`config.mk`:
```
export PLATFORM = sky130hd
export DESIGN_NAME = wall_follow_steering_decider_flat
export DESIGN_NICKNAME = d
export VERILOG_FILES = /design/src/wfsd_pkg.sv /design/src/wfsd_req_if.sv /design/src/wfsd_rsp_if.sv /design/src/wfsd_csr.sv /design/src/wall_follow_steering_decider.sv /design/src/flat_wrapper.sv
export VERILOG_INCLUDE_DIRS = /design/src /design/src/src
export SDC_FILE = /design/constraint.sdc
export NUM_CORES = 1
export LEC_CHECK = 0
export BUFFER_PORTS_ARGS = -buffer_cell sky130_fd_sc_hd__buf_2
export CAP_MARGIN = 10
export CORE_ASPECT_RATIO = 1.25
export CORE_MARGIN = 2
export CORE_UTILIZATION = 26
export DETAILED_ROUTE_END_ITERATION = 8
export GPL_TIMING_DRIVEN = 1
export PLACE_DENSITY = 0.47
export SLEW_MARGIN = 10
export SYNTH_ARGS = -nofsm -noshare
export SYNTH_HDL_FRONTEND = slang
export SYNTH_SLANG_ARGS = --single-unit
```
`constraint.sdc`:
```
create_clock -name clock -period 7.3 [get_ports clock]
set_clock_uncertainty 0.2 [all_clocks]
set_input_delay 1.095 -clock clock [delete_from_list [all_inputs] [get_ports clock]]
set_output_delay 1.095 -clock clock [all_outputs]
set_load 0.02 [all_outputs]
```
`src/wall_follow_steering_decider_defines.svh`:
```
// Assertion macros for the wall-follow steering decider.
`ifndef WALL_FOLLOW_STEERING_DECIDER_DEFINES_SVH
`define WALL_FOLLOW_STEERING_DECIDER_DEFINES_SVH

`ifndef NO_ASSERTIONS
`define WFSD_ASSERT(lbl, clk, rst, prop, msg) \
   lbl: assert property (@(posedge clk) disable iff (rst) prop) else $error(msg);
`define WFSD_ASSERT_NEXT(lbl, clk, rst, ante, cons, msg) \
   lbl: assert property (@(posedge clk) disable iff (rst) (ante) |=> (cons)) else $error(msg);
`else
`define WFSD_ASSERT(lbl, clk, rst, prop, msg)
`define WFSD_ASSERT_NEXT(lbl, clk, rst, ante, cons, msg)
`endif

`endif

```
`src/wfsd_pkg.sv`:
```
// Shared types and constants of the wall-follow steering decider.
`default_nettype none

package wfsd_pkg;

   localparam int WINDOW_LEN_DEF = 8;

   localparam int BYTE_W = 8;
   localparam int HOLD_W = 7;
   localparam int CMD_W  = 3;

   localparam int CSR_AW = 3;
   localparam int CSR_DW = 32;

   typedef enum logic [CMD_W-1:0] {
      CMD_NONE         = 3'd0,
      CMD_RIGHT_STRONG = 3'd1,
      CMD_RIGHT_MILD   = 3'd2,
      CMD_LEFT_STRONG  = 3'd3,
      CMD_LEFT_MILD    = 3'd4
   } cmd_type;

   // register index, taken from paddr[2]
   typedef enum logic {
      CSR_CORR_EN = 1'b0,
      CSR_TEMP_EN = 1'b1
   } csr_idx_type;

   typedef struct packed {
      logic corr_en;
      logic temp_en;
   } cfg_type;

   typedef struct packed {
      logic                window_done;
      logic [BYTE_W-1:0]   avg_ir;
      logic [BYTE_W-1:0]   avg_ahead;
      logic [BYTE_W-1:0]   avg_front;
      logic [BYTE_W-1:0]   avg_back;
      logic                finish_flag;
      cmd_type             trend_command;
      cmd_type             boundary_command;
      logic                blind_spot_command;
      logic [HOLD_W-1:0]   left_hold;
      logic [HOLD_W-1:0]   right_hold;
   } res_type;

   localparam logic [BYTE_W-1:0] LEN_MIN      = 8'd3;
   localparam int                NEAR_LIMIT   = 13;
   localparam int                RING_CEIL    = 150;
   localparam int                FRONT_VETO   = 175;
   localparam int                IR_VETO      = 7;
   localparam int                OFF_STRONG   = -25;
   localparam int                OFF_MILD     = -15;
   localparam int                IR_STRONG    = 105;
   localparam int                IR_MILD      = 90;
   localparam int                TREND_STRONG = 7;
   localparam int                TREND_MILD   = 3;
   localparam logic [BYTE_W-1:0] REF_DISABLED = 8'hFF;
   localparam logic [BYTE_W:0]   BLIND_MARGIN = 9'd10;
   localparam logic [HOLD_W-1:0] HOLD_LONG    = 7'd70;
   localparam logic [HOLD_W-1:0] HOLD_MID     = 7'd50;
   localparam logic [HOLD_W-1:0] HOLD_SHORT   = 7'd30;

endpackage

`default_nettype wire

```
`src/wfsd_req_if.sv`:
```
// Input channel of the steering decider: one sensor-message item.
`default_nettype none

interface wfsd_req_if;
   import wfsd_pkg::*;

   logic              valid;
   logic              ready;
   logic [BYTE_W-1:0] msg_length;
   logic [BYTE_W-1:0] ir_sample;
   logic [BYTE_W-1:0] ahead_sample;
   logic [BYTE_W-1:0] front_sample;
   logic [BYTE_W-1:0] back_sample;
   logic              finish_seen;

   modport source (
      output valid, msg_length, ir_sample, ahead_sample, front_sample, back_sample,
             finish_seen,
      input  ready
   );

   modport sink (
      input  valid, msg_length, ir_sample, ahead_sample, front_sample, back_sample,
             finish_seen,
      output ready
   );

endinterface

`default_nettype wire

```
`src/wfsd_rsp_if.sv`:
```
// Result channel of the steering decider: one result item per tick.
`default_nettype none

interface wfsd_rsp_if;
   import wfsd_pkg::*;

   logic              valid;
   logic              ready;
   logic              window_done;
   logic [BYTE_W-1:0] avg_ir;
   logic [BYTE_W-1:0] avg_ahead;
   logic [BYTE_W-1:0] avg_front;
   logic [BYTE_W-1:0] avg_back;
   logic              finish_flag;
   logic [CMD_W-1:0]  trend_command;
   logic [CMD_W-1:0]  boundary_command;
   logic              blind_spot_command;
   logic [HOLD_W-1:0] left_hold;
   logic [HOLD_W-1:0] right_hold;

   modport source (
      output valid, window_done, avg_ir, avg_ahead, avg_front, avg_back, finish_flag,
             trend_command, boundary_command, blind_spot_command, left_hold, right_hold,
      input  ready
   );

   modport sink (
      input  valid, window_done, avg_ir, avg_ahead, avg_front, avg_back, finish_flag,
             trend_command, boundary_command, blind_spot_command, left_hold, right_hold,
      output ready
   );

endinterface

`default_nettype wire

```
`src/wfsd_csr.sv`:
```
// APB-style register block holding the two correction enables.
`default_nettype none

module wfsd_csr (
   input  logic                        clock,
   input  logic                        reset,
   input  logic                        csr_psel,
   input  logic                        csr_penable,
   input  logic                        csr_pwrite,
   input  logic [wfsd_pkg::CSR_AW-1:0] csr_paddr,
   input  logic [wfsd_pkg::CSR_DW-1:0] csr_pwdata,
   output logic [wfsd_pkg::CSR_DW-1:0] csr_prdata,
   output logic                        csr_pready,
   output wfsd_pkg::cfg_type           cfg
);
   import wfsd_pkg::*;

   cfg_type     cfg_ff;
   cfg_type     cfg_in;
   csr_idx_type idx;
   logic        wr_fire;

   assign csr_pready = 1'b1;
   assign idx        = csr_idx_type'(csr_paddr[2]);
   assign wr_fire    = csr_psel && csr_penable && csr_pwrite && csr_pready;

   always_comb begin
      cfg_in = cfg_ff;
      if (wr_fire) begin
         unique case (idx)
            CSR_CORR_EN: cfg_in.corr_en = csr_pwdata[0];
            CSR_TEMP_EN: cfg_in.temp_en = csr_pwdata[0];
            default:     cfg_in = cfg_ff;
         endcase
      end
   end

   always_ff @(posedge clock) begin
      if (reset) begin
         cfg_ff <= '0;
      end else begin
         cfg_ff <= cfg_in;
      end
   end

   always_comb begin
      unique case (idx)
         CSR_CORR_EN: csr_prdata = {{(CSR_DW-1){1'b0}}, cfg_ff.corr_en};
         CSR_TEMP_EN: csr_prdata = {{(CSR_DW-1){1'b0}}, cfg_ff.temp_en};
         default:     csr_prdata = '0;
      endcase
   end

   assign cfg = cfg_ff;

endmodule

`default_nettype wire

```
`src/wall_follow_steering_decider.sv`:
```
// Top level of the wall-follow steering decider: sample windows, averaging, steering rules.
// An item that closes no window goes straight to the push state, where its result is registered
// once the output register is free. An item that closes a window first walks the sample memory,
//   divides the four channel sums on the shared reciprocal multiplier, and may walk the ring.
// Throughput: one item at a time; a new item is taken once the last result is registered.
// Reset: synchronous, clears control state; memories are not swept (written before read).
`default_nettype none
`include "wall_follow_steering_decider_defines.svh"

module wall_follow_steering_decider #(
   parameter int WINDOW_LEN = wfsd_pkg::WINDOW_LEN_DEF
) (
   input  logic                        clock,
   input  logic                        reset,
   wfsd_req_if.sink                    req_bus,
   wfsd_rsp_if.source                  rsp_bus,
   input  logic                        csr_psel,
   input  logic                        csr_penable,
   input  logic                        csr_pwrite,
   input  logic [wfsd_pkg::CSR_AW-1:0] csr_paddr,
   input  logic [wfsd_pkg::CSR_DW-1:0] csr_pwdata,
   output logic [wfsd_pkg::CSR_DW-1:0] csr_prdata,
   output logic                        csr_pready
);
   import wfsd_pkg::*;

   localparam int IDX_W       = $clog2(WINDOW_LEN);
   localparam int CNT_W       = $clog2(WINDOW_LEN + 1);
   localparam int SUM_W       = BYTE_W + $clog2(WINDOW_LEN);
   localparam int DIFF_W      = $clog2(12 * WINDOW_LEN) + 1;
   localparam int RECIP_SHIFT = 16;
   localparam int RECIP       = ((1 << RECIP_SHIFT) + WINDOW_LEN - 1) / WINDOW_LEN;
   localparam int RECIP_W     = RECIP_SHIFT + 1;
   localparam int PROD_W      = SUM_W + RECIP_W;
   localparam logic [IDX_W-1:0] LAST_IDX = IDX_W'(WINDOW_LEN - 1);
   localparam logic [CNT_W-1:0] WIN_CNT  = CNT_W'(WINDOW_LEN);

   typedef enum logic [8:0] {
      ST_IDLE  = 9'b000000001,
      ST_SUM   = 9'b000000010,
      ST_DIV   = 9'b000000100,
      ST_CAL   = 9'b000001000,
      ST_RING  = 9'b000010000,
      ST_WALK  = 9'b000100000,
      ST_TREND = 9'b001000000,
      ST_BOUND = 9'b010000000,
      ST_PUSH  = 9'b100000000
   } state_type;

   cfg_type cfg;
   logic    cfg_en;

   wfsd_csr u_csr (
      .clock       (clock),
      .reset       (reset),
      .csr_psel    (csr_psel),
      .csr_penable (csr_penable),
      .csr_pwrite  (csr_pwrite),
      .csr_paddr   (csr_paddr),
      .csr_pwdata  (csr_pwdata),
      .csr_prdata  (csr_prdata),
      .csr_pready  (csr_pready),
      .cfg         (cfg)
   );

   assign cfg_en = cfg.corr_en && cfg.temp_en;

   // memories: four sample bytes per entry, and the ring of front averages
   logic [4*BYTE_W-1:0] window_mem [WINDOW_LEN];
   logic [BYTE_W-1:0]   ring_mem   [WINDOW_LEN];
   logic [4*BYTE_W-1:0] win_rd_ff;
   logic [BYTE_W-1:0]   ring_rd_ff;

   state_type           state_ff, state_in;
   logic [CNT_W-1:0]    cnt_ff, cnt_in;
   logic [IDX_W-1:0]    slot_ff, slot_in;
   logic [IDX_W-1:0]    ring_slot_ff, ring_slot_in;
   logic [HOLD_W-1:0]   left_ff, left_in;
   logic [HOLD_W-1:0]   right_ff, right_in;
   logic [BYTE_W-1:0]   ref_ff, ref_in;
   logic [BYTE_W-1:0]   wall_ff, wall_in;
   logic                awaiting_ff, awaiting_in;
   logic                fin_pend_ff, fin_pend_in;
   logic                rd_vld_ff, rd_vld_in;
   logic [SUM_W-1:0]    sum_ir_ff, sum_ir_in;
   logic [SUM_W-1:0]    sum_ahead_ff, sum_ahead_in;
   logic [SUM_W-1:0]    sum_front_ff, sum_front_in;
   logic [SUM_W-1:0]    sum_back_ff, sum_back_in;
   logic [BYTE_W-1:0]   avg_ir_ff, avg_ir_in;
   logic [BYTE_W-1:0]   avg_ahead_ff, avg_ahead_in;
   logic [BYTE_W-1:0]   avg_front_ff, avg_front_in;
   logic [BYTE_W-1:0]   avg_back_ff, avg_back_in;
   logic signed [DIFF_W-1:0] diff_ff, diff_in;
   logic [BYTE_W-1:0]   prev_ff, prev_in;
   res_type             res_ff, res_in;
   res_type             out_ff, out_in;
   logic                rsp_valid_ff, rsp_valid_in;

   logic                req_acc;
   logic                msg_ok;
   logic                push_fire;
   logic [IDX_W-1:0]    rd_idx;
   logic [SUM_W-1:0]    sum_sel;
   logic [PROD_W-1:0]   prod;
   logic [BYTE_W-1:0]   quot;
   logic signed [BYTE_W:0]   step;
   logic                term_ok;
   logic signed [BYTE_W+1:0] off;
   logic                veto;
   cmd_type             trend_cmd, bound_cmd;
   logic [HOLD_W-1:0]   trend_l, trend_r, bound_l, bound_r, final_l, final_r;
   logic                blind_hit;

   assign req_bus.ready = (state_ff == ST_IDLE);
   assign req_acc       = req_bus.valid && req_bus.ready;
   assign msg_ok        = (req_bus.msg_length > LEN_MIN) && (req_bus.front_sample != '0)
                          && (req_bus.back_sample != '0);
   assign push_fire     = (state_ff == ST_PUSH) && (!rsp_valid_ff || rsp_bus.ready);
   assign rd_idx        = cnt_ff[IDX_W-1:0];

   // sample writes happen at acceptance, before the sum walk starts: no overlap
   always_ff @(posedge clock) begin
      if (req_acc && msg_ok) begin
         window_mem[slot_ff] <= {req_bus.ir_sample, req_bus.ahead_sample,
                                 req_bus.front_sample, req_bus.back_sample};
      end
      win_rd_ff <= window_mem[rd_idx];
   end

   // ring write in ST_RING always precedes the ring walk
   always_ff @(posedge clock) begin
      if (state_ff == ST_RING) begin
         ring_mem[ring_slot_ff] <= avg_front_ff;
      end
      ring_rd_ff <= ring_mem[rd_idx];
   end

   // shared reciprocal multiply, one channel per cycle
   always_comb begin
      case (cnt_ff[1:0])
         2'd0:    sum_sel = sum_ir_ff;
         2'd1:    sum_sel = sum_ahead_ff;
         2'd2:    sum_sel = sum_front_ff;
         default: sum_sel = sum_back_ff;
      endcase
      prod = PROD_W'(sum_sel) * PROD_W'(RECIP);
      quot = prod[RECIP_SHIFT+BYTE_W-1:RECIP_SHIFT];
   end

   // adjacent difference of the ring walk
   always_comb begin
      step    = $signed({1'b0, ring_rd_ff}) - $signed({1'b0, prev_ff});
      term_ok = (step > -NEAR_LIMIT) && (step < NEAR_LIMIT)
                && (prev_ff < RING_CEIL) && (ring_rd_ff < RING_CEIL);
   end

   // steering rules; boundary sees holds left by the trend rule, blind spot those of boundary
   always_comb begin
      veto = (avg_front_ff > FRONT_VETO) || (avg_ir_ff < IR_VETO);
      off  = $signed({2'b00, wall_ff}) - $signed({2'b00, avg_front_ff});

      trend_cmd = CMD_NONE;
      trend_l   = left_ff;
      trend_r   = right_ff;
      if (!veto) begin
         if (diff_ff > TREND_STRONG) begin
            trend_cmd = CMD_RIGHT_STRONG; trend_l = HOLD_LONG; trend_r = HOLD_MID;
         end else if (diff_ff > TREND_MILD) begin
            trend_cmd = CMD_RIGHT_MILD; trend_l = HOLD_SHORT; trend_r = HOLD_MID;
         end else if (diff_ff < -TREND_STRONG) begin
            trend_cmd = CMD_LEFT_STRONG; trend_l = HOLD_MID; trend_r = HOLD_LONG;
         end else if (diff_ff < -TREND_MILD) begin
            trend_cmd = CMD_LEFT_MILD; trend_l = HOLD_MID; trend_r = HOLD_SHORT;
         end
      end

      bound_cmd = CMD_NONE;
      bound_l   = left_ff;
      bound_r   = right_ff;
      if (!veto) begin
         if (off < OFF_STRONG && right_ff == '0) begin
            bound_cmd = CMD_RIGHT_STRONG; bound_l = HOLD_MID; bound_r = HOLD_LONG;
         end else if (off < OFF_MILD && right_ff == '0) begin
            bound_cmd = CMD_RIGHT_MILD; bound_l = HOLD_SHORT; bound_r = HOLD_MID;
         end else if (avg_ir_ff > IR_STRONG && left_ff == '0) begin
            bound_cmd = CMD_LEFT_STRONG; bound_l = HOLD_LONG; bound_r = HOLD_MID;
         end else if (avg_ir_ff > IR_MILD && left_ff == '0) begin
            bound_cmd = CMD_LEFT_MILD; bound_l = HOLD_MID; bound_r = HOLD_SHORT;
         end
      end

      // front - 10 < ref, rewritten as front < ref + 10
      blind_hit = (ref_ff != '0) && (ref_ff != REF_DISABLED) && (avg_front_ff < RING_CEIL)
                  && ({1'b0, avg_front_ff} < ({1'b0, ref_ff} + BLIND_MARGIN))
                  && (bound_l == '0);
      final_l = blind_hit ? HOLD_LONG : bound_l;
      final_r = blind_hit ? HOLD_MID  : bound_r;
   end

   always_comb begin
      state_in     = state_ff;
      cnt_in       = cnt_ff;
      slot_in      = slot_ff;
      ring_slot_in = ring_slot_ff;
      left_in      = left_ff;
      right_in     = right_ff;
      ref_in       = ref_ff;
      wall_in      = wall_ff;
      awaiting_in  = awaiting_ff;
      fin_pend_in  = fin_pend_ff;
      rd_vld_in    = 1'b0;
      sum_ir_in    = sum_ir_ff;
      sum_ahead_in = sum_ahead_ff;
      sum_front_in = sum_front_ff;
      sum_back_in  = sum_back_ff;
      avg_ir_in    = avg_ir_ff;
      avg_ahead_in = avg_ahead_ff;
      avg_front_in = avg_front_ff;
      avg_back_in  = avg_back_ff;
      diff_in      = diff_ff;
      prev_in      = prev_ff;
      res_in       = res_ff;

      unique case (state_ff)
         ST_IDLE: begin
            if (req_acc) begin
               left_in      = (left_ff != '0) ? left_ff - HOLD_W'(1) : left_ff;
               right_in     = (right_ff != '0) ? right_ff - HOLD_W'(1) : right_ff;
               fin_pend_in  = fin_pend_ff | req_bus.finish_seen;
               res_in       = '0;
               avg_ir_in    = '0;
               avg_ahead_in = '0;
               avg_front_in = '0;
               avg_back_in  = '0;
               sum_ir_in    = '0;
               sum_ahead_in = '0;
               sum_front_in = '0;
               sum_back_in  = '0;
               cnt_in       = '0;
               state_in     = ST_PUSH;
               if (msg_ok) begin
                  if (slot_ff == LAST_IDX) begin
                     slot_in  = '0;
                     state_in = ST_SUM;
                  end else begin
                     slot_in = slot_ff + 1'b1;
                  end
               end
            end
         end
         ST_SUM: begin
            rd_vld_in = (cnt_ff < WIN_CNT);
            cnt_in    = cnt_ff + 1'b1;
            if (rd_vld_ff) begin
               sum_ir_in    = sum_ir_ff    + SUM_W'(win_rd_ff[4*BYTE_W-1:3*BYTE_W]);
               sum_ahead_in = sum_ahead_ff + SUM_W'(win_rd_ff[3*BYTE_W-1:2*BYTE_W]);
               sum_front_in = sum_front_ff + SUM_W'(win_rd_ff[2*BYTE_W-1:BYTE_W]);
               sum_back_in  = sum_back_ff  + SUM_W'(win_rd_ff[BYTE_W-1:0]);
            end
            if (cnt_ff == WIN_CNT) begin
               cnt_in   = '0;
               state_in = ST_DIV;
            end
         end
         ST_DIV: begin
            case (cnt_ff[1:0])
               2'd0:    avg_ir_in    = quot;
               2'd1:    avg_ahead_in = quot;
               2'd2:    avg_front_in = quot;
               default: avg_back_in  = quot;
            endcase
            cnt_in = cnt_ff + 1'b1;
            if (cnt_ff[1:0] == 2'd3) begin
               cnt_in   = '0;
               state_in = ST_CAL;
            end
         end
         ST_CAL: begin
            res_in.window_done = 1'b1;
            res_in.finish_flag = fin_pend_ff;
            fin_pend_in        = 1'b0;
            if (ref_ff == '0) begin
               ref_in = avg_front_ff;
            end
            if (awaiting_ff) begin
               wall_in     = avg_front_ff;
               awaiting_in = 1'b0;
               state_in    = ST_BOUND;
            end else begin
               state_in = ST_RING;
            end
         end
         ST_RING: begin
            cnt_in  = '0;
            diff_in = '0;
            if (ring_slot_ff == LAST_IDX) begin
               ring_slot_in = '0;
               state_in     = cfg_en ? ST_WALK : ST_BOUND;
            end else begin
               ring_slot_in = ring_slot_ff + 1'b1;
               state_in     = ST_BOUND;
            end
         end
         ST_WALK: begin
            rd_vld_in = (cnt_ff < WIN_CNT);
            cnt_in    = cnt_ff + 1'b1;
            if (rd_vld_ff) begin
               prev_in = ring_rd_ff;
               // first entry has no predecessor
               if (cnt_ff != CNT_W'(1) && term_ok) begin
                  diff_in = diff_ff + DIFF_W'(step);
               end
            end
            if (cnt_ff == WIN_CNT) begin
               cnt_in   = '0;
               state_in = ST_TREND;
            end
         end
         ST_TREND: begin
            res_in.trend_command = trend_cmd;
            left_in              = trend_l;
            right_in             = trend_r;
            state_in             = ST_BOUND;
         end
         ST_BOUND: begin
            if (cfg_en) begin
               res_in.boundary_command   = bound_cmd;
               res_in.blind_spot_command = blind_hit;
               left_in                   = final_l;
               right_in                  = final_r;
            end
            state_in = ST_PUSH;
         end
         ST_PUSH: begin
            if (push_fire) begin
               state_in = ST_IDLE;
            end
         end
         default: state_in = ST_IDLE;
      endcase
   end

   always_comb begin
      out_in       = out_ff;
      rsp_valid_in = rsp_valid_ff;
      if (push_fire) begin
         out_in            = res_ff;
         out_in.avg_ir     = avg_ir_ff;
         out_in.avg_ahead  = avg_ahead_ff;
         out_in.avg_front  = avg_front_ff;
         out_in.avg_back   = avg_back_ff;
         out_in.left_hold  = left_ff;
         out_in.right_hold = right_ff;
         rsp_valid_in      = 1'b1;
      end else if (rsp_bus.ready) begin
         rsp_valid_in = 1'b0;
      end
   end

   always_ff @(posedge clock) begin
      if (reset) begin
         state_ff     <= ST_IDLE;
         cnt_ff       <= '0;
         slot_ff      <= '0;
         ring_slot_ff <= '0;
         left_ff      <= '0;
         right_ff     <= '0;
         ref_ff       <= '0;
         wall_ff      <= '0;
         awaiting_ff  <= 1'b1;
         fin_pend_ff  <= 1'b0;
         rd_vld_ff    <= 1'b0;
         rsp_valid_ff <= 1'b0;
      end else begin
         state_ff     <= state_in;
         cnt_ff       <= cnt_in;
         slot_ff      <= slot_in;
         ring_slot_ff <= ring_slot_in;
         left_ff      <= left_in;
         right_ff     <= right_in;
         ref_ff       <= ref_in;
         wall_ff      <= wall_in;
         awaiting_ff  <= awaiting_in;
         fin_pend_ff  <= fin_pend_in;
         rd_vld_ff    <= rd_vld_in;
         rsp_valid_ff <= rsp_valid_in;
      end
   end

   always_ff @(posedge clock) begin
      sum_ir_ff    <= sum_ir_in;
      sum_ahead_ff <= sum_ahead_in;
      sum_front_ff <= sum_front_in;
      sum_back_ff  <= sum_back_in;
      avg_ir_ff    <= avg_ir_in;
      avg_ahead_ff <= avg_ahead_in;
      avg_front_ff <= avg_front_in;
      avg_back_ff  <= avg_back_in;
      diff_ff      <= diff_in;
      prev_ff      <= prev_in;
      res_ff       <= res_in;
      out_ff       <= out_in;
   end

   assign rsp_bus.valid              = rsp_valid_ff;
   assign rsp_bus.window_done        = out_ff.window_done;
   assign rsp_bus.avg_ir             = out_ff.avg_ir;
   assign rsp_bus.avg_ahead          = out_ff.avg_ahead;
   assign rsp_bus.avg_front          = out_ff.avg_front;
   assign rsp_bus.avg_back           = out_ff.avg_back;
   assign rsp_bus.finish_flag        = out_ff.finish_flag;
   assign rsp_bus.trend_command      = out_ff.trend_command;
   assign rsp_bus.boundary_command   = out_ff.boundary_command;
   assign rsp_bus.blind_spot_command = out_ff.blind_spot_command;
   assign rsp_bus.left_hold          = out_ff.left_hold;
   assign rsp_bus.right_hold         = out_ff.right_hold;

   `WFSD_ASSERT(a_hold_limit, clock, reset, (left_ff <= HOLD_LONG) && (right_ff <= HOLD_LONG), "hold counter above limit")
   `WFSD_ASSERT_NEXT(a_window_start, clock, reset, req_acc && msg_ok && (slot_ff == LAST_IDX), state_ff == ST_SUM, "full window did not start the sum walk")
   `WFSD_ASSERT(a_walk_wrap, clock, reset, (state_ff == ST_WALK) |-> ((ring_slot_ff == '0) && cfg_en), "ring walk outside a wrap")
   `WFSD_ASSERT(a_cmd_window, clock, reset, (rsp_valid_ff && ((out_ff.trend_command != CMD_NONE) || (out_ff.boundary_command != CMD_NONE) || out_ff.blind_spot_command)) |-> out_ff.window_done, "command without a window")

endmodule

`default_nettype wire

```
`src/flat_wrapper.sv`:
```
// flat-port wrapper written by rule: the top's interface ports become plain ports
module wall_follow_steering_decider_flat import wfsd_pkg::*;
#(
   parameter int WINDOW_LEN = wfsd_pkg::WINDOW_LEN_DEF
)
  (clock, reset, csr_psel, csr_penable, csr_pwrite, csr_paddr, csr_pwdata, csr_prdata, csr_pready, req_bus_valid, req_bus_msg_length, req_bus_ir_sample, req_bus_ahead_sample, req_bus_front_sample, req_bus_back_sample, req_bus_finish_seen, req_bus_ready, rsp_bus_valid, rsp_bus_window_done, rsp_bus_avg_ir, rsp_bus_avg_ahead, rsp_bus_avg_front, rsp_bus_avg_back, rsp_bus_finish_flag, rsp_bus_trend_command, rsp_bus_boundary_command, rsp_bus_blind_spot_command, rsp_bus_left_hold, rsp_bus_right_hold, rsp_bus_ready);
  wfsd_req_if req_bus_i ();
  wfsd_rsp_if rsp_bus_i ();
  input  logic clock;
  input  logic reset;
  input  logic csr_psel;
  input  logic csr_penable;
  input  logic csr_pwrite;
  input  logic [wfsd_pkg::CSR_AW-1:0] csr_paddr;
  input  logic [wfsd_pkg::CSR_DW-1:0] csr_pwdata;
  output logic [wfsd_pkg::CSR_DW-1:0] csr_prdata;
  output logic csr_pready;
  input wire logic [$bits(req_bus_i.valid)-1:0] req_bus_valid;
  input wire logic [$bits(req_bus_i.msg_length)-1:0] req_bus_msg_length;
  input wire logic [$bits(req_bus_i.ir_sample)-1:0] req_bus_ir_sample;
  input wire logic [$bits(req_bus_i.ahead_sample)-1:0] req_bus_ahead_sample;
  input wire logic [$bits(req_bus_i.front_sample)-1:0] req_bus_front_sample;
  input wire logic [$bits(req_bus_i.back_sample)-1:0] req_bus_back_sample;
  input wire logic [$bits(req_bus_i.finish_seen)-1:0] req_bus_finish_seen;
  output wire logic [$bits(req_bus_i.ready)-1:0] req_bus_ready;
  output wire logic [$bits(rsp_bus_i.valid)-1:0] rsp_bus_valid;
  output wire logic [$bits(rsp_bus_i.window_done)-1:0] rsp_bus_window_done;
  output wire logic [$bits(rsp_bus_i.avg_ir)-1:0] rsp_bus_avg_ir;
  output wire logic [$bits(rsp_bus_i.avg_ahead)-1:0] rsp_bus_avg_ahead;
  output wire logic [$bits(rsp_bus_i.avg_front)-1:0] rsp_bus_avg_front;
  output wire logic [$bits(rsp_bus_i.avg_back)-1:0] rsp_bus_avg_back;
  output wire logic [$bits(rsp_bus_i.finish_flag)-1:0] rsp_bus_finish_flag;
  output wire logic [$bits(rsp_bus_i.trend_command)-1:0] rsp_bus_trend_command;
  output wire logic [$bits(rsp_bus_i.boundary_command)-1:0] rsp_bus_boundary_command;
  output wire logic [$bits(rsp_bus_i.blind_spot_command)-1:0] rsp_bus_blind_spot_command;
  output wire logic [$bits(rsp_bus_i.left_hold)-1:0] rsp_bus_left_hold;
  output wire logic [$bits(rsp_bus_i.right_hold)-1:0] rsp_bus_right_hold;
  input wire logic [$bits(rsp_bus_i.ready)-1:0] rsp_bus_ready;
  assign req_bus_i.valid = req_bus_valid;
  assign req_bus_i.msg_length = req_bus_msg_length;
  assign req_bus_i.ir_sample = req_bus_ir_sample;
  assign req_bus_i.ahead_sample = req_bus_ahead_sample;
  assign req_bus_i.front_sample = req_bus_front_sample;
  assign req_bus_i.back_sample = req_bus_back_sample;
  assign req_bus_i.finish_seen = req_bus_finish_seen;
  assign req_bus_ready = req_bus_i.ready;
  assign rsp_bus_valid = rsp_bus_i.valid;
  assign rsp_bus_window_done = rsp_bus_i.window_done;
  assign rsp_bus_avg_ir = rsp_bus_i.avg_ir;
  assign rsp_bus_avg_ahead = rsp_bus_i.avg_ahead;
  assign rsp_bus_avg_front = rsp_bus_i.avg_front;
  assign rsp_bus_avg_back = rsp_bus_i.avg_back;
  assign rsp_bus_finish_flag = rsp_bus_i.finish_flag;
  assign rsp_bus_trend_command = rsp_bus_i.trend_command;
  assign rsp_bus_boundary_command = rsp_bus_i.boundary_command;
  assign rsp_bus_blind_spot_command = rsp_bus_i.blind_spot_command;
  assign rsp_bus_left_hold = rsp_bus_i.left_hold;
  assign rsp_bus_right_hold = rsp_bus_i.right_hold;
  assign rsp_bus_i.ready = rsp_bus_ready;
  wall_follow_steering_decider #(.WINDOW_LEN(WINDOW_LEN)) u_core (.clock(clock), .reset(reset), .req_bus(req_bus_i), .rsp_bus(rsp_bus_i), .csr_psel(csr_psel), .csr_penable(csr_penable), .csr_pwrite(csr_pwrite), .csr_paddr(csr_paddr), .csr_pwdata(csr_pwdata), .csr_prdata(csr_prdata), .csr_pready(csr_pready));
endmodule
```
==> impl_metrics.py, run 1 <==
metrics = {
    "critical_path": {
        "path_class": "flop to flop",
        "end_kind": "flop",
        "cp.arrival_ns": 4.51,
        "worstPathMaxFanout": 14,
        "required_ns": 7.58,
        "start_kind": "flop",
    },
    "grt": {
        "track_usage": 0.1176,
        "grt_overflow": 0,
        "antenna_found_initial": 8,
        "grt_pass1_wl_um": 86380,
        "grt_max_degree": 58,
        "grt_pass1_vias": 14110,
    },
    "die": {
        "core_um2": 92750,
        "fp.dieH_um": 345.7,
        "ios": 173,
        "dieArea_um2": 95900,
        "die_width_um": 277.4,
        "rows": 125,
        "initial_core_util": 0.2619,
    },
    "drt": {
        "routed_wl_um": 56620,
        "detailroute.via_count": 13690,
        "drt-pass1-iter-count": 5,
        "ant_nets": 0,
        "drcViolationCount": 0,
        "drtIter0Drc": 960,
        "via_per_inst": 4.541,
        "wire_per_inst_um": 18.79,
    },
    "synth": {
        "syn_area_per_cell_um2": 15.03,
        "synth.distinct_cells": 85,
        "synthCells": 1616,
        "seq_area_frac_synth": 0.6668,
        "synthFlopType": "edfxtp_1",
        "synth_edf_count": 476,
        "ys_ff_latch": 571,
        "yosys.area.top_type": "edfxtp_1",
        "yosysMostFrequentCell": "edfxtp_1",
        "synth.cell_area_um2": 24290,
        "yosys-top-cells-area": "edfxtp_1 59%, dfxtp_1 7.8%, mux4_2 7.4%",
        "synth_top_area_frac": 0.5885,
        "synth-async-reset-ratio": 0,
        "synthTopCellsByCount": "476 x edfxtp_1, 129 x nor2_1, 95 x dfxtp_1, 89 x a21oi_1, 80 x mux4_2",
        "yosysWarnings": 0,
    },
    "pwr": {
        "p_switching_w": 0.002031,
        "p_int_w": 0.006144,
        "powerDensity_nw_per_um2": 287.3,
        "irDropWorstVdd_v": 0.0001725,
        "power_frac_comb": 0.113,
        "pwr-share-clk": 0.411,
        "swShare": 0.2485,
        "p_seq_frac": 0.475,
        "leakage_nw": 9.715,
        "power_w": 0.008175,
    },
    "sta": {
        "slew_headroom": 0.2246,
        "worstMarginPinSlew_ns": 1.163,
        "maxSlewViolCount": 0,
        "setup_viol": 0,
        "hold_viol_final": 0,
        "tns_ns": 0,
        "rsz0062_at_grt": "false",
        "max_freq_mhz": 236.2,
        "min_period_over_period": 0.5800,
        "worst_slack_ns": 3.066,
        "period_needed_ns": 4.234,
    },
    "clock_network": {
        "cts-root-buf": "clkbuf_16",
        "cts_htree_levels": 3,
        "post_cts_resized": 0,
        "clkLatencyLatePin_ns": 0.59,
        "clock-sinks": 571,
        "clk_pin_slew_worst_paths_ns": 0.06,
        "cts_tree": "yes",
        "cts_setup_buffers": 0,
        "cts_max_path_buffers": 3,
        "cts_made_buffers": 66,
        "cts_hold_buf": 0,
    },
    "place": {
        "place_ws_ns": 3.105,
        "dp_cells": 2893,
        "gp_congestion": 0.7788,
        "dpl-instance-area_um2": 26220,
        "port_buffers": 105,
        "dp_hpwl_um": 35650,
    },
    "status": {
        "status": "finished, final reports clean",
    },
    "run": {
        "maxCapViolations": 0,
    },
    "min_path": {
        "hp-class": "flop to flop",
    },
    "final_layout": {
        "stdcell_count": 3014,
        "fin_area_um2": 28460,
        "nNetsFinal": 1920,
        "layout-drive-gt1-share": 0.2086,
        "fillers": 9229,
        "area.growth.synth_to_final_pct": 17.15,
    },
}
[final cells by class]
class	count	area, µm²	share of cell area
flip-flops and latches	571	16210	0.5695
clock inverters	38	435.4	0.01530
diodes	1	2.502	0.00008794
inverters	71	267.8	0.009410
well taps	1206	1509	0.05303
clock buffers	82	1794	0.06305
repair buffers	123	660.6	0.02322
multi-input cells	922	7580	0.2664
[metal layers]
metal,global-route usage,vias up,wire (µm)
met5,0,-,21
met3,0.02331,111,2376
met1,0.1419,6841,23730
met2,0.2098,322,28830
met4,0.03671,4,1664
li1,-,6408,-
[kinds of logic after synthesis]
kind of cell	count (synthesis)	synth area share
DFF	571	0.6668
and+or+nand+nor	378	0.07758
AOI/OAI and AO/OA	249	0.06645
buffers and inverters	153	0.02905
muxes	129	0.09669
adders and majority gates	82	0.04440
xor gates and xnor gates	52	0.01875
other	2	0.0003092
[registers in the layout, summed over array words and instances (netlist names), 9 cells and up]
name / count
u_core.res_ff: 9
u_core.ring_mem: 64
u_core.state_ff: 9
u_core.sum_ahead_ff: 11
u_core.sum_back_ff: 11
u_core.sum_front_ff: 11
u_core.sum_ir_ff: 11
u_core.win_rd_ff: 32
u_core.window_mem: 256
[critical path, stage by stage (launching register included)]
cell,delay (ns)
edfxtp_1,0.77
ha_1,0.26
inv_1,0.05
fa_1,0.42
a21o_1,0.21
a21oi_1,0.25
xnor2_1,0.18
nand2b_1,0.16
a311oi_1,0.50
o21a_1,0.19
a31o_1,0.40
and2_4,0.24
mux2_4,0.29
[metrics by stage]
step | utilization | hold slack [ns]
global route | 0.3068 | 0.2289
CTS | 0.3068 | 0.2169
detailed placement | 0.2828 | 0.2045
floorplan | - | 0.2003
global placement | 0.2828 | 0.2044
finish | 0.3068 | 0.2161
[cells in the final DEF, fill, tap and decap left out, types with 8 or more instances in the layout]
cell,instances
edfxtp_1,476
nor2_1,123
buf_2,105
dfxtp_1,92
a21oi_1,89
mux4_2,80
ha_1,75
inv_1,69
nand2_1,69
clkbuf_16,68
mux2_2,41
nor3_1,35
o21ai_0,34
xnor2_1,33
conb_1,32
nand3_1,22
xor2_1,19
a21o_1,19
buf_4,18
nor2b_1,17
nand2b_1,15
clkinv_1,14
o21a_1,13
a21boi_0,12
and2_1,11
nand4_1,11
nor4_1,10
clkbuf_1,10
clkinv_2,9
a222oi_1,8
o21ai_1,8
bufinv_16,8
[power groups by stage]
| stage | clock [W] | combinational, W | sequential, W |
|---|---|---|---|
| after floorplan | 0 | 0.000686 | 0.00391 |
| after global placement | 0 | 0.000915 | 0.00395 |
| after detailed placement | 0 | 0.000927 | 0.00396 |
| after CTS | 0.00346 | 0.000934 | 0.00389 |
| after global routing | 0.00359 | 0.00104 | 0.00391 |
| final | 0.00336 | 0.000928 | 0.00389 |
[path summary, 6_finish.rpt]
kind	start	to	slack [ns]	cells after the start
worst max-delay path	u_core.avg_front_ff[0]	u_core.right_ff[5]	3.07	12
worst min-delay path	u_core.avg_ahead_ff[3]	u_core.rsp_bus.avg_ahead[3]	0.22	0
worst max register to register	u_core.avg_front_ff[0]	u_core.right_ff[5]	3.07	12
worst min register to register	u_core.avg_ahead_ff[3]	u_core.rsp_bus.avg_ahead[3]	0.22	0
Note: power is estimated with default switching activity, not from simulation.
==> run 2: changes to the inputs <==
Clock period 7.3 ns to 4.1 ns, I/O delays scaled along.
==> run 2 against run 1 <==
  * Largest power group unchanged
  * Critical endpoint unchanged
  * Utilization up 0.22 points
  * Clock-buffer cell count increased by 6
  * Sequential power increased by 76%
  * Setup slack worse by 2.7 ns
  * Highest routed layer unchanged
==> impl_metrics.py, run 2 (synthesis results as in run 1) <==
metrics = {
    "clock_network": {
        "clk_pin_slew_worst_paths_ns": 0.06,
        "cts_max_path_buffers": 3,
        "cts_hold_buf": 0,
        "cts_tree": "yes",
        "cts_made_buffers": 66,
        "clock-sinks": 571,
        "cts_setup_buffers": 0,
        "clkLatencyLatePin_ns": 0.60,
        "cts-root-buf": "clkbuf_16",
        "cts_htree_levels": 3,
        "post_cts_resized": 0,
    },
    "die": {
        "ios": 173,
        "dieArea_um2": 95900,
        "die_width_um": 277.4,
        "rows": 125,
        "initial_core_util": 0.2619,
        "core_um2": 92750,
        "fp.dieH_um": 345.7,
    },
    "final_layout": {
        "fillers": 9200,
        "layout_commonest_cell": "edfxtp_1",
        "multi_input_area_um2": 7587,
        "top_register": "u_core.window_mem",
        "antenna_cells": 0,
        "stdcell_count": 3039,
        "largest_reg_flops": 256,
        "area.growth.synth_to_final_pct": 17.98,
        "regArea_um2": 16200,
        "largest_registers": "u_core.window_mem: 256 flops, u_core.ring_mem: 64 flops, u_core.win_rd_ff: 32 flops",
        "nNetsFinal": 1945,
        "layout-drive-gt1-share": 0.2155,
        "most-common-layout-cells": "476 x edfxtp_1, 123 x nor2_1, 105 x buf_2, 92 x dfxtp_1, 89 x a21oi_1",
    },
    "drt": {
        "ant_nets": 0,
        "wire_per_inst_um": 18.99,
        "via_per_inst": 4.556,
        "routed_wl_um": 57700,
        "drcViolationCount": 0,
        "drtIter0Drc": 963,
        "drt-pass1-iter-count": 5,
        "detailroute.via_count": 13850,
    },
    "pwr": {
        "irDropWorstVdd_v": 0.0002289,
        "leakage_nw": 9.814,
        "powerDensity_nw_per_um2": 505.6,
    },
    "sta": {
        "rsz0062_at_grt": "false",
        "setup_viol": 0,
        "worstMarginPinSlew_ns": 0.9273,
        "slew_headroom": 0.3803,
        "max_freq_mhz": 267.8,
        "maxSlewViolCount": 0,
        "period_needed_ns": 3.734,
        "tns_ns": 0,
        "min_period_over_period": 0.9107,
        "hold_viol_final": 0,
    },
    "critical_path": {
        "path_class": "flop to flop",
        "worstPathMaxFanout": 10,
        "cp.arrival_ns": 4.02,
        "required_ns": 4.38,
        "start_kind": "flop",
        "end_kind": "flop",
    },
    "grt": {
        "track_usage": 0.1197,
        "antenna_found_initial": 6,
        "grt_pass1_vias": 14480,
        "grt_pass1_wl_um": 87960,
        "grt_max_degree": 56,
        "grt_overflow": 0,
    },
    "run": {
        "maxCapViolations": 0,
    },
    "place": {
        "dp_hpwl_um": 37800,
        "gp_congestion": 0.8170,
        "dp_cells": 2918,
        "port_buffers": 105,
    },
    "status": {
        "status": "finished, final reports clean",
    },
    "min_path": {
        "hp-class": "input pin to flop",
    },
}
## run 2: changes by cell type in the layout (fill, tap and decap cells not counted), sizes merged
cell,before,now
clkinvlp,3,2
diode,1,0
clkbuf,82,88
inv,71,72
buf,123,148
clkinv,27,24
bufinv,8,6
## run 2: layout make-up
| type | count | area share |
|---|---|---|
| clock buffer | 88 | 0.06344 |
| clock inverter | 33 | 0.01214 |
| inverter | 71 | 0.009343 |
| multi-input combinational | 922 | 0.2648 |
| sequential | 571 | 0.5654 |
| tap | 1206 | 0.05265 |
| timing repair buffer | 148 | 0.03222 |
## run 2: worst paths after layout
kind,start,to,slack [ns],depth (start not counted)
setup / recovery,u_core.wall_ff[0],u_core.right_ff[5],0.37,13
hold / removal,req_bus_ir_sample[0],u_core.window_mem[3][24],0.09,1
setup reg to reg,u_core.wall_ff[0],u_core.right_ff[5],0.37,13
hold reg to reg,u_core.avg_ahead_ff[6],u_core.rsp_bus.avg_ahead[6],0.22,0
## run 2: layer usage
| layer | routed length, µm | global-route usage | up-vias | share of wire |
|---|---|---|---|---|
| met2 | 29530 | 0.2135 | 313 | 0.51 |
| met1 | 24350 | 0.1447 | 6968 | 0.42 |
| met3 | 2122 | 0.02250 | 111 | 0.037 |
| met4 | 1657 | 0.03827 | 6 | 0.029 |
| li1 | - | - | 6449 | - |
| met5 | 32 | 0 | - | 0.00055 |
## run 2: worst max-delay path, cell delays in order (launching register included)
cell	delay, ns
dfxtp_1	0.31
inv_1	0.08
ha_1	0.14
inv_1	0.05
fa_1	0.43
a21o_1	0.20
a21oi_1	0.28
xnor2_1	0.19
nand2b_1	0.17
a311oi_1	0.48
o21a_1	0.19
a31o_1	0.37
and2_4	0.24
mux2_4	0.29
## run 2: per-stage QoR
step,setup slack [ns],hold slack [ns],power (W),cell area [µm²],utilization
after floorplan,0.2119,0.2003,0.008183,24420,-
after global placement,0.4262,0.2054,0.008728,26490,0.2856
after detailed placement,0.3817,0.2045,0.008759,26490,0.2856
after CTS,0.3713,0.04883,0.01469,28660,0.3090
after global routing,0.04049,0.06609,0.01511,28660,0.3090
final,0.3663,0.08685,0.01449,28660,0.3090
## run 2: power breakdown
group          total, W  internal [W]  leakage, nW  switching (W)
Combinational   0.00178      0.000692         3.61        0.00109
Sequential      0.00686       0.00666         5.16       0.000200
Clock           0.00585       0.00351         1.05        0.00233
Total            0.0145        0.0109         9.81        0.00362
==> run 3: changes to the inputs <==
Settings changed: CTS_BUF_LIST set to sky130_fd_sc_hd__clkbuf_4 sky130_fd_sc_hd__clkbuf_8, CTS_CLUSTER_SIZE set to 28.
==> run 3 against run 2 <==
  * Non-clock buffer count up 31
  * Power shrank 3.2%
  * Maximum frequency shrank 0.56%
  * Clock-buffer cell count up 70
  * Highest routed layer is now met4
  * Wire length increased by 0.63%
  * Die area did not move
==> impl_metrics.py, run 3 (synthesis results as in run 1) <==
metrics = {
    "status": {
        "status": "finished, final reports clean",
    },
    "sta": {
        "min_period_over_period": 0.9158,
        "tns_ns": 0,
        "setup_viol": 0,
        "rsz0062_at_grt": "false",
        "worstMarginPinSlew_ns": 0.9400,
        "maxSlewViolCount": 0,
        "period_needed_ns": 3.755,
        "max_freq_mhz": 266.3,
        "hold_viol_final": 0,
        "slew_headroom": 0.3719,
    },
    "die": {
        "die_width_um": 277.4,
        "core_um2": 92750,
        "fp.dieH_um": 345.7,
        "dieArea_um2": 95900,
        "rows": 125,
        "ios": 173,
        "initial_core_util": 0.2619,
    },
    "grt": {
        "grt_max_degree": 56,
        "grt_pass1_wl_um": 89090,
        "grt_pass1_vias": 14990,
        "grt_overflow": 0,
        "antenna_found_initial": 0,
        "track_usage": 0.1205,
    },
    "critical_path": {
        "cp.arrival_ns": 4.11,
        "end_kind": "flop",
        "start_kind": "flop",
        "r2r_setup_slack_ns": 0.35,
        "reg2reg_to": "u_core.right_ff[5]",
        "crit_path_max_incr_delay_ns": 0.48,
        "required_ns": 4.46,
        "cp_slowest_cell": "a311oi_1",
        "reg2regPathDepth": 13,
        "worstReg2RegStart": "u_core.wall_ff[0]",
        "cp_common_cell": "inv_1",
        "path_class": "flop to flop",
        "worstPathMaxFanout": 10,
        "cp_cell_sequence": "inv_1 > ha_1 > inv_1 > fa_1 > a21o_1 > a21oi_1 > xnor2_1 > nand2b_1 > a311oi_1 > o21a_1 > a31o_1 > and2_4 > mux2_4",
    },
    "pwr": {
        "p_int_w": 0.01040,
        "pwr-share-clk": 0.382,
        "swShare": 0.2588,
        "irDropWorstVdd_v": 0.0002283,
        "p_seq_frac": 0.489,
        "leakage_nw": 10.01,
        "powerDensity_nw_per_um2": 485.2,
        "power_frac_comb": 0.129,
        "p_switching_w": 0.003631,
    },
    "clock_network": {
        "cts-root-buf": "clkbuf_8",
        "clk_pin_slew_worst_paths_ns": 0.06,
        "cts_max_path_buffers": 3,
        "cts_made_buffers": 101,
        "cts_htree_levels": 3,
        "cts_tree": "yes",
        "post_cts_resized": 0,
        "clock-sinks": 571,
        "clkLatencyLatePin_ns": 0.69,
    },
    "drt": {
        "via_per_inst": 4.528,
        "routed_wl_um": 58060,
        "drt-pass1-iter-count": 5,
        "drcViolationCount": 0,
        "ant_nets": 0,
        "detailroute.via_count": 14210,
        "drtIter0Drc": 886,
        "wire_per_inst_um": 18.50,
    },
    "final_layout": {
        "nNetsFinal": 2011,
        "largest_registers": "u_core.window_mem: 256 flops, u_core.ring_mem: 64 flops, u_core.win_rd_ff: 32 flops",
        "regArea_um2": 16200,
        "layout-drive-gt1-share": 0.2499,
        "top_register": "u_core.window_mem",
        "fillers": 9225,
        "multi_input_area_um2": 7587,
        "antenna_cells": 0,
        "largest_reg_flops": 256,
        "most-common-layout-cells": "476 x edfxtp_1, 123 x nor2_1, 115 x clkbuf_8, 105 x buf_2, 92 x dfxtp_1",
        "area.growth.synth_to_final_pct": 19.04,
        "layout_commonest_cell": "edfxtp_1",
        "stdcell_count": 3139,
    },
    "min_path": {
        "hp-class": "input pin to flop",
        "min_from": "req_bus_front_sample[1]",
        "holdPathEnd": "u_core.window_mem[1][9]",
        "worstHoldPathCells": 1,
    },
    "place": {
        "dp_cells": 2918,
        "port_buffers": 105,
        "dp_hpwl_um": 37800,
        "gp_congestion": 0.8170,
    },
    "run": {
        "maxCapViolations": 0,
    },
}
## run 3: cell count changes in the layout (fill, tap and decap cells not counted), moves of 3 or more
| cell | change |
|---|---|
| clkinv_2 | +5 |
| clkbuf_4 | +43 |
| bufinv_16 | -5 |
| clkinvlp_4 | +3 |
| dlygate4sd3_1 | +31 |
| clkbuf_8 | +113 |
| clkbuf_16 | -69 |
| clkbuf_1 | -17 |
## run 3: how the worst max path moves through the flow
stage | from | endpoint | slack [ns] | depth (start not counted)
final | u_core.wall_ff[0] | u_core.right_ff[5] | 0.35 | 13
after CTS | u_core.right_ff[0] | u_core.right_ff[5] | 0.37 | 11
after global routing | u_core.wall_ff[0] | u_core.right_ff[5] | 0.03 | 13
after detailed placement | req_bus_back_sample[0] | u_core.window_mem[3][24] | 0.38 | 9
after floorplan | u_core.state_ff[1] | u_core.window_mem[6][0] | 0.21 | 6
after global placement | u_core.wall_ff[0] | u_core.right_ff[5] | 0.43 | 13
## run 3: layout make-up
cell class	count	area share
clock buffers	158	0.06591
flip-flops and latches	571	0.5604
repair buffers	179	0.04267
clock inverters	32	0.007140
inverters	71	0.009260
multi-input cells	922	0.2624
well taps	1206	0.05219
## run 3: worst max-delay path: cells and delay by family (launching register included)
family                     cells  cell delay, ns
AOI/OAI and AO/OA              5            1.53
xor gates and xnor gates       1            0.19
adders and majority gates      2            0.56
buffers and inverters          2            0.13
DFF                            1            0.32
muxes                          1            0.29
and+or+nand+nor                2            0.42
## run 3: power by group through the flow
| stage | Combinational, W | Clock, W | Sequential (W) |
|---|---|---|---|
| after floorplan | 0.00122 | 0 | 0.00696 |
| after global placement | 0.00175 | 0 | 0.00698 |
| after detailed placement | 0.00177 | 0 | 0.00699 |
| after CTS | 0.00181 | 0.00557 | 0.00687 |
| after global routing | 0.00200 | 0.00582 | 0.00690 |
| final | 0.00181 | 0.00536 | 0.00686 |
## run 3: metal layers
metal / vias to the layer above / part of all wire / track usage
met5: - / 0 / 0
met4: 0 / 0.024 / 0.04248
met3: 88 / 0.042 / 0.02310
met2: 351 / 0.51 / 0.2152
met1: 7173 / 0.42 / 0.1436
li1: 6602 / - / -
## run 3: what timing repair did
item,4_1_cts,5_1_grt
hold buffers,31,0
setup endpoints to repair,0,0
buffers inserted,0,0
hold endpoints to repair,227,0
## run 3: stage by stage
step | area, µm² | power [W] | hold WS (ns) | util | setup WS [ns]
2_1_floorplan | 24420 | 0.008183 | 0.2003 | - | 0.2119
3_3_place_gp | 26490 | 0.008728 | 0.2054 | 0.2856 | 0.4262
3_5_place_dp | 26490 | 0.008759 | 0.2045 | 0.2856 | 0.3817
4_1_cts | 28910 | 0.01425 | 0.004442 | 0.3118 | 0.3721
5_1_grt | 28910 | 0.01471 | 0.02726 | 0.3118 | 0.03288
6_report | 28910 | 0.01403 | 0.06496 | 0.3118 | 0.3451
